[src/design/spo_pkg.sv]
// ----------------------------------------------------------------------------
// spo_pkg: shared types and constants of the spiral order matrix reader
// Matrix geometry, field widths, codes and the walker control structs.
// ----------------------------------------------------------------------------
package spo_pkg;

  // matrix geometry
  localparam int MAX_DIM     = 16;
  localparam int IDX_W       = $clog2(MAX_DIM);
  localparam int STORE_DEPTH = MAX_DIM * MAX_DIM;
  localparam int ADDR_W      = 2 * IDX_W;

  // field widths
  localparam int DATA_W  = 32;
  localparam int DIM_W   = 5;
  localparam int BND_W   = 6;
  localparam int OUT_W   = 40;
  localparam int CFG_I_W = 2;
  localparam int LIN_W   = 2 * DIM_W;

  // input item kinds (tuser)
  localparam logic KIND_WRITE = 1'b0;
  localparam logic KIND_READ  = 1'b1;

  // configuration register indexes
  localparam logic [CFG_I_W-1:0] REG_NUM_ROWS = 2'd0;
  localparam logic [CFG_I_W-1:0] REG_NUM_COLS = 2'd1;

  typedef logic signed [BND_W-1:0] bnd_t;
  typedef logic [DIM_W-1:0]        dim_t;
  typedef logic [LIN_W-1:0]        lin_t;

  typedef enum logic [1:0] {
    DIR_RIGHT = 2'd0,
    DIR_DOWN  = 2'd1,
    DIR_LEFT  = 2'd2,
    DIR_UP    = 2'd3
  } dir_t;

  // walker control from the top level
  typedef struct packed {
    logic restart;
    logic step;
  } walk_ctrl_t;

  // walker position and status
  typedef struct packed {
    logic [IDX_W-1:0] row;
    logic [IDX_W-1:0] col;
    logic             fin;
    logic             last;
  } walk_pos_t;

  // clamp a dimension register into 1..MAX_DIM
  function automatic dim_t eff_dim(input dim_t v);
    dim_t res;
    res = v;
    if (v == '0) begin
      res = dim_t'(1);
    end else if (v > dim_t'(MAX_DIM)) begin
      res = dim_t'(MAX_DIM);
    end
    return res;
  endfunction

endpackage

[src/design/spo_walk.sv]
// ----------------------------------------------------------------------------
// spo_walk: spiral walker
// Keeps the four bounds, the current position and the direction, and steps
// one element clockwise per read word.
// ----------------------------------------------------------------------------
module spo_walk (
  input  logic               clk,
  input  logic               rst_n,
  input  spo_pkg::walk_ctrl_t ctrl,
  input  spo_pkg::dim_t      rows,
  input  spo_pkg::dim_t      cols,
  output spo_pkg::walk_pos_t pos
);
  import spo_pkg::*;

  bnd_t left_r, right_r, top_r, bottom_r, row_r, col_r;
  bnd_t left_nxt, right_nxt, top_nxt, bottom_nxt, row_nxt, col_nxt;
  dir_t dir_r, dir_nxt;
  logic fin_r, fin_nxt;

  // one spiral step
  always_comb begin
    left_nxt   = left_r;
    right_nxt  = right_r;
    top_nxt    = top_r;
    bottom_nxt = bottom_r;
    row_nxt    = row_r;
    col_nxt    = col_r;
    dir_nxt    = dir_r;
    case (dir_r)
      DIR_RIGHT: begin
        if (col_r < right_r) begin
          col_nxt = col_r + bnd_t'(1);
        end else begin
          dir_nxt = DIR_DOWN;
          top_nxt = top_r + bnd_t'(1);
          row_nxt = top_r + bnd_t'(1);
        end
      end
      DIR_DOWN: begin
        if (row_r < bottom_r) begin
          row_nxt = row_r + bnd_t'(1);
        end else begin
          dir_nxt   = DIR_LEFT;
          right_nxt = right_r - bnd_t'(1);
          col_nxt   = right_r - bnd_t'(1);
        end
      end
      DIR_LEFT: begin
        if (col_r > left_r) begin
          col_nxt = col_r - bnd_t'(1);
        end else begin
          dir_nxt    = DIR_UP;
          bottom_nxt = bottom_r - bnd_t'(1);
          row_nxt    = bottom_r - bnd_t'(1);
        end
      end
      default: begin
        if (row_r > top_r) begin
          row_nxt = row_r - bnd_t'(1);
        end else begin
          dir_nxt  = DIR_RIGHT;
          left_nxt = left_r + bnd_t'(1);
          col_nxt  = left_r + bnd_t'(1);
        end
      end
    endcase
    fin_nxt = !((left_nxt <= right_nxt) && (top_nxt <= bottom_nxt));
  end

  // walker registers
  always_ff @(posedge clk) begin
    if (!rst_n) begin
      left_r   <= '0;
      right_r  <= '0;
      top_r    <= '0;
      bottom_r <= '0;
      row_r    <= '0;
      col_r    <= '0;
      dir_r    <= DIR_RIGHT;
      fin_r    <= 1'b0;
    end else if (ctrl.restart) begin
      left_r   <= '0;
      right_r  <= bnd_t'({1'b0, cols}) - bnd_t'(1);
      top_r    <= '0;
      bottom_r <= bnd_t'({1'b0, rows}) - bnd_t'(1);
      row_r    <= '0;
      col_r    <= '0;
      dir_r    <= DIR_RIGHT;
      fin_r    <= 1'b0;
    end else if (ctrl.step) begin
      left_r   <= left_nxt;
      right_r  <= right_nxt;
      top_r    <= top_nxt;
      bottom_r <= bottom_nxt;
      row_r    <= row_nxt;
      col_r    <= col_nxt;
      dir_r    <= dir_nxt;
      fin_r    <= fin_nxt;
    end
  end

  assign pos.row  = row_r[IDX_W-1:0];
  assign pos.col  = col_r[IDX_W-1:0];
  assign pos.fin  = fin_r;
  assign pos.last = fin_nxt;

endmodule

[config.mk]
export PLATFORM = sky130hd
export DESIGN_NAME = spo_walk
export DESIGN_NICKNAME = d
export VERILOG_FILES = /design/src/design/spo_pkg.sv /design/src/design/spo_walk.sv
export SDC_FILE = /design/constraint.sdc
export NUM_CORES = 1
export LEC_CHECK = 0
export ABC_AREA = 1
export BUFFER_PORTS_ARGS = -buffer_cell sky130_fd_sc_hd__buf_2
export CAP_MARGIN = 20
export CELL_PAD_IN_SITES_DETAIL_PLACEMENT = 1
export CELL_PAD_IN_SITES_GLOBAL_PLACEMENT = 2
export CORE_UTILIZATION = 37
export DETAILED_ROUTE_END_ITERATION = 12
export HOLD_SLACK_MARGIN = 0.08
export PLACE_DENSITY = 0.94
export SKIP_CTS_REPAIR_TIMING = 1
export SYNTH_ARGS = -nofsm -noshare
export SYNTH_HDL_FRONTEND = slang
export SYNTH_SLANG_ARGS = --single-unit
[constraint.sdc]
create_clock -name clk -period 4.8 [get_ports clk]
set_input_delay 0.48 -clock clk [delete_from_list [all_inputs] [get_ports clk]]
set_output_delay 0.48 -clock clk [all_outputs]
set_load 0.02 [all_outputs]
======== Word-level counts from Yosys, hierarchy flattened ========
Cells that the tools add are included.
operators by class
  add/sub/neg operators ................... 10
  order comparisons ....................... 6
  eq/ne operators ......................... 9
  multiplexer cells ....................... 27
  bitwise operators ....................... 1
  reduce and logical (&&, ||, !) cells .... 10
operators by type and width
  operator                                                             count
  6-bit 2-to-1 mux                                                     20
  6-bit one-hot mux with 3 select lines                                2
  6-bit by 2-bit adder with 6-bit output (second input constant)       4
  6-bit by 2-bit subtractor with 6-bit output (second input constant)  4
  5-bit AND reduction                                                  3
  6-bit greater-than comparator                                        2
  6-bit less-or-equal comparator                                       2
  6-bit less-than comparator                                           2
  2-bit != test (second input constant)                                6
  5-bit by 1-bit subtractor with 6-bit output (second input constant)  2
  2-bit 2-to-1 mux                                                     4
  2-bit one-hot mux with 3 select lines                                1
  4-bit by 1-bit != test with 1-bit output (second input constant)     1
  4-bit nonzero test                                                   1
  3-bit OR reduction                                                   1
  2-bit by 1-bit == test with 1-bit output (second input constant)     1
  2-bit == test (second input constant)                                1
  2-bit logical NOT                                                    1
  2-bit nonzero test                                                   1
  2-bit OR reduction                                                   1
  1-bit logical AND                                                    1
  1-bit logical NOT                                                    1
  1-bit inverter                                                       1
storage, ports and cells
  register bits ........................... 39
  bits of input ports ..................... 14
  output and inout port bits .............. 10
  word-level logic and storage cells ...... 71

======== Depth between registers and ports, before layout ========
  word-level depth ........................ 6
  mapped depth ............................ 23
  depth with buffers taken out ............ 22

======== Worst setup path after synthesis ========
OpenSTA, ideal clock, no wires.
  path type ............................... register -> output
  start point ............................. register right_r[5]
  end point ............................... output port pos[0] (netlist bit)
  arrival time ............................ 2586 ps
  data required time ...................... 4320 ps
  setup slack ............................. 1734 ps
  stages on the path, launching flop included .. 18
  path buffers ............................ 1
  path through ............................ dfxtp_1 inv_1 ha_1 nand2_1 inv_1 a21oi_1 nand2_1 nand2_1 nand3_1 inv_1 nand2_1 o21ai_1 ha_1 a211o_1 o21bai_1 a21oi_1 nand2_1 buf_4
on the way
  word-level cells in the longest chain between the ends .. 6
  elaborated cells between the ends (all ways) .. 10
  classes of those cells .................. add/sub: 1; order compare: 3; mux: 4; reduce/logical: 2
RTL lines
  what                            line            source
  start: declaration              spo_walk.sv:16  bnd_t left_r, right_r, top_r, bottom_r, row_r, col_r;
  start signal: assignment        spo_walk.sv:84  right_r <= bnd_t'({1'b0, cols}) - bnd_t'(1);
  start signal: assignment        spo_walk.sv:93  right_r <= right_nxt;
  6-bit less-than comparator      spo_walk.sv:32  if (col_r < right_r) begin
  6-bit 2-to-1 mux                spo_walk.sv:32
  6-bit 2-to-1 mux                spo_walk.sv:30  case (dir_r)
  net top_nxt[4]                  spo_walk.sv:17  bnd_t left_nxt, right_nxt, top_nxt, bottom_nxt, row_nxt, col_nxt;
  6-bit less-or-equal comparator  spo_walk.sv:68  fin_nxt = !((left_nxt <= right_nxt) && (top_nxt <= bottom_nxt));
  1-bit logical AND               spo_walk.sv:68
  1-bit logical NOT               spo_walk.sv:68
  end: declaration                spo_walk.sv:12  output spo_pkg::walk_pos_t pos
The timed path passes the listed nets, and every way through them passes these cells.

==> impl_results.md <==
- Critical Path Source Type: register
- Crit path max-delay cell type: dfxtp_1
- First-pass GRT wire length: 20.00 mm
- Initial Utilization: 38.82%
- Via count: 4006
- TritonCTS buffer count: 5
- Fin. Hold Viols: 0
- CP Capture Type: output port
- DR DRC count: 0
- Sequential-to-total area share from yosys stat: 19.22%
- Fin crit share: 81.76%
- Final setup viols: 0
- Vias per cell: 5.142
- Fin nets: 710
- Routed Antenna Nets: 0
- CP arrival: 3.44 ns
- Initial antenna violation count: 0
- Mapped Nets: 702
- Fin. max-slew vios: 0
- CP dominant cell by count: nand2_1
- Max Cap Violations: 0
- Hold Crit Class: register to register
- CTS tree: done
- CP required: 4.32 ns
- Layout area overhead: 5.145%
- Min Tclk post-route: 3.925 ns
- Fill count: 1432
- Die X: 106.8 um
- Post-synth EDFFs: 0
- GRT Total Usage: 22.39%
- Die Area: 0.01140 sq mm
- N_diodes: 0
- Clock sink count: 39
- Hold path cells: 2
- Cells after synthesis: 634
- Ys async rst share: 0%
- CTS clk-pin slew, worst paths: 0.08 ns
- Core area: 0.01046 sq mm
- Post-synthesis cell type count: 45
- Grt total ovfl: 0
- Power consumption: 2324 uW
- Placed Area: 0.004189 sq mm
- PortBufs: 23
- Clk_lat worst skew: 0.32 ns
- Syn_area_per_cell: 6.406 sq um
- Syn. warnings: 0
- Fin util: 40.82%
- Dominant synthesized flop cell: dfxtp_1
- Crit Path Class: register to output port
- Setup Slack @ Placement: 1.247 ns
- Met2 Wirelength: 5.461 mm
- Row count: 37
- Drt pass-1 iters: 4
- I/O Pins: 24
- CP cell instances: inv_1 > ha_1 > nand2_1 > inv_1 > a21oi_1 > nand2_1 > nand2_1 > nand3_1 > inv_1 > nand2_1 > o21ai_1 > ha_1 > a211o_1 > o21bai_1 > a21oi_1 > nand2_1 > buf_2
- H-tree depth: 2
- Critical path depth: 17
- RSZ-0062 raised after global routing: false
- DR top layer: met4
- Final worst slack: 0.8754 ns
- CP top delay family: compound AO/OA/AOI/OAI gates
- Met3 Routed Length: 356 um
- HPWL after detailed placement: 9.793 mm
- Met1 wire length: 5.794 mm
- GPL Wtd Cong: 0.8460
- Largest net degree at the start of global routing: 21
- Vias in the first global route: 4081
- Layout cell share with drive strength beyond 1: 9.798%
- Crit path buf inv count: 4
- Total Neg Setup Slack: 0 ns
- Drt initial violations: 140
- Cell Pwr Density: 544.1 mW/mm^2
- Crit-path max cell delay: 0.36 ns
- Critical Path Fanout Max: 9
- Yosys reg bits: 39
- Final instance area: 0.004270 sq mm
- Pleak: 0.002186 uW
- Drt wl/cell: 15.13 um
- Status: completed
- CTS Buffer Depth: 2
- Peak Freq: 254.8 MHz
- Worst VDD drop: 0.0002571 V
- Layout Skew: 0.01051 ns
- Worst-margin pin slew: 0.8132 ns
- WL final: 11.78 mm
- Mapped Area: 0.004061 sq mm
- Clock root cell: clkbuf_8
- R2R cell count: 18
- Rel. slew slack: 45.59%
- Die H: 106.8 um
[flip-flops by register name, indices dropped and copies added (netlist names), named ones only]
signal    count
fin_r         1
bottom_r      6
dir_r         2
row_r         6
left_r        5
top_r         6
col_r         6
right_r       6
[layout make-up]
| cell class | count | area (sq um) | share of cell area (%) |
|---|---|---|---|
| Multi-Input combinational cell | 475 | 2751 | 64.43 |
| Clock buffer | 7 | 76.32 | 1.787 |
| Sequential cell | 39 | 780.7 | 18.28 |
| Timing Repair Buffer | 24 | 122.6 | 2.871 |
| Inverter | 97 | 364.1 | 8.526 |
| Tap cell | 136 | 170.2 | 3.985 |
| Clock inverter | 1 | 5.005 | 0.1172 |
[Yosys cell counts, types with 2 or more instances]
cell type  count  area, sq um
nand2_2        7        43.79
a21oi_1       49        245.2
a22oi_1        3        22.52
nor2_4         3        33.78
o211ai_1       3        22.52
ha_1          52        650.6
o221ai_1       3        26.28
o21ai_1        4        20.02
o22ai_1        3        18.77
o21bai_1       2        15.01
xor2_1        15        131.4
a221oi_1       2        17.52
o21ai_0       20        100.1
dfxtp_1       39        780.8
xnor2_1        4        35.03
clkbuf_1       5        18.77
nor2_2         3        18.77
nand3_2        2        20.02
nor2_1        59        221.5
clkbuf_8       2        27.53
nand4_1        7        43.79
nand2_1      163        611.8
fa_1           2        40.04
inv_1         95        356.6
buf_2          2        10.01
or2_2          8        50.05
nor3_1         4        20.02
buf_6          2        22.52
a31oi_1        2        12.51
buf_4         10        75.07
inv_2          2        7.510
nand3_1       40        200.2
o21ai_2        5        43.79
[metal layers]
| metal | vias up | track usage, % |
|---|---|---|
| met5 | - | 0 |
| met4 | 0 | 6.751 |
| met3 | 10 | 3.283 |
| met2 | 46 | 37.56 |
| met1 | 1895 | 29.55 |
| li1 | 2055 | - |
[tightest hold or removal path: stages (launching register included)]
cell     delay, ns
dfxtp_1       0.33
a21oi_1       0.06
a21oi_1       0.12
[metrics by stage]
step | hold WS [ns] | cells
2_1_floorplan | 0.4897 | 634
3_3_place_gp | 0.5362 | 771
3_5_place_dp | 0.5338 | 771
4_1_cts | 0.5522 | 779
5_1_grt | 0.5794 | 779
6_report | 0.5453 | 779
[worst paths after layout]
| kind | startpoint | to | slack (ns) |
|---|---|---|---|
| setup / recovery | right_r[5] | pos[0] | 0.88 |
| hold / removal | right_r[1] | right_r[1] | 0.55 |
| setup reg to reg | right_r[5] | fin_r | 1.50 |
| hold reg to reg | right_r[1] | right_r[1] | 0.55 |
[cell families (layout without fill, tap and decap cells)]
family	count (synthesis)	after routing	synth area share, %
buffers and inverters	120	129	13.03
adders and majority gates	54	54	17.01
xor gates and xnor gates	19	19	4.097
muxes	1	1	0.2772
AOI/OAI and AO/OA	102	102	14.63
and+or+nand+nor	299	299	31.73
DFF	39	39	19.22
[report_power, final]
part / switching (uW) / internal [uW] / total, uW
Combinational: 1070 / 567 / 1630
Clock: 134 / 102 / 236
Sequential: 80.6 / 374 / 454
Total: 1280 / 1040 / 2320
[cells in the final DEF (no fill, tap or decap), types with 2 or more instances in the layout]
master	instances
nand2_1	163
inv_1	95
nor2_1	59
ha_1	52
a21oi_1	49
nand3_1	40
dfxtp_1	39
buf_2	23
o21ai_0	20
xor2_1	15
or2_2	8
nand4_1	7
nand2_2	7
o21ai_2	5
clkbuf_8	5
o21ai_1	4
xnor2_1	4
nor3_1	4
o22ai_1	3
nor2_2	3
nor2_4	3
a22oi_1	3
o211ai_1	3
o221ai_1	3
o21bai_1	2
inv_2	2
nand3_2	2
a221oi_1	2
a31oi_1	2
fa_1	2
clkbuf_1	2
Note: power is estimated with default switching activity, not from simulation.
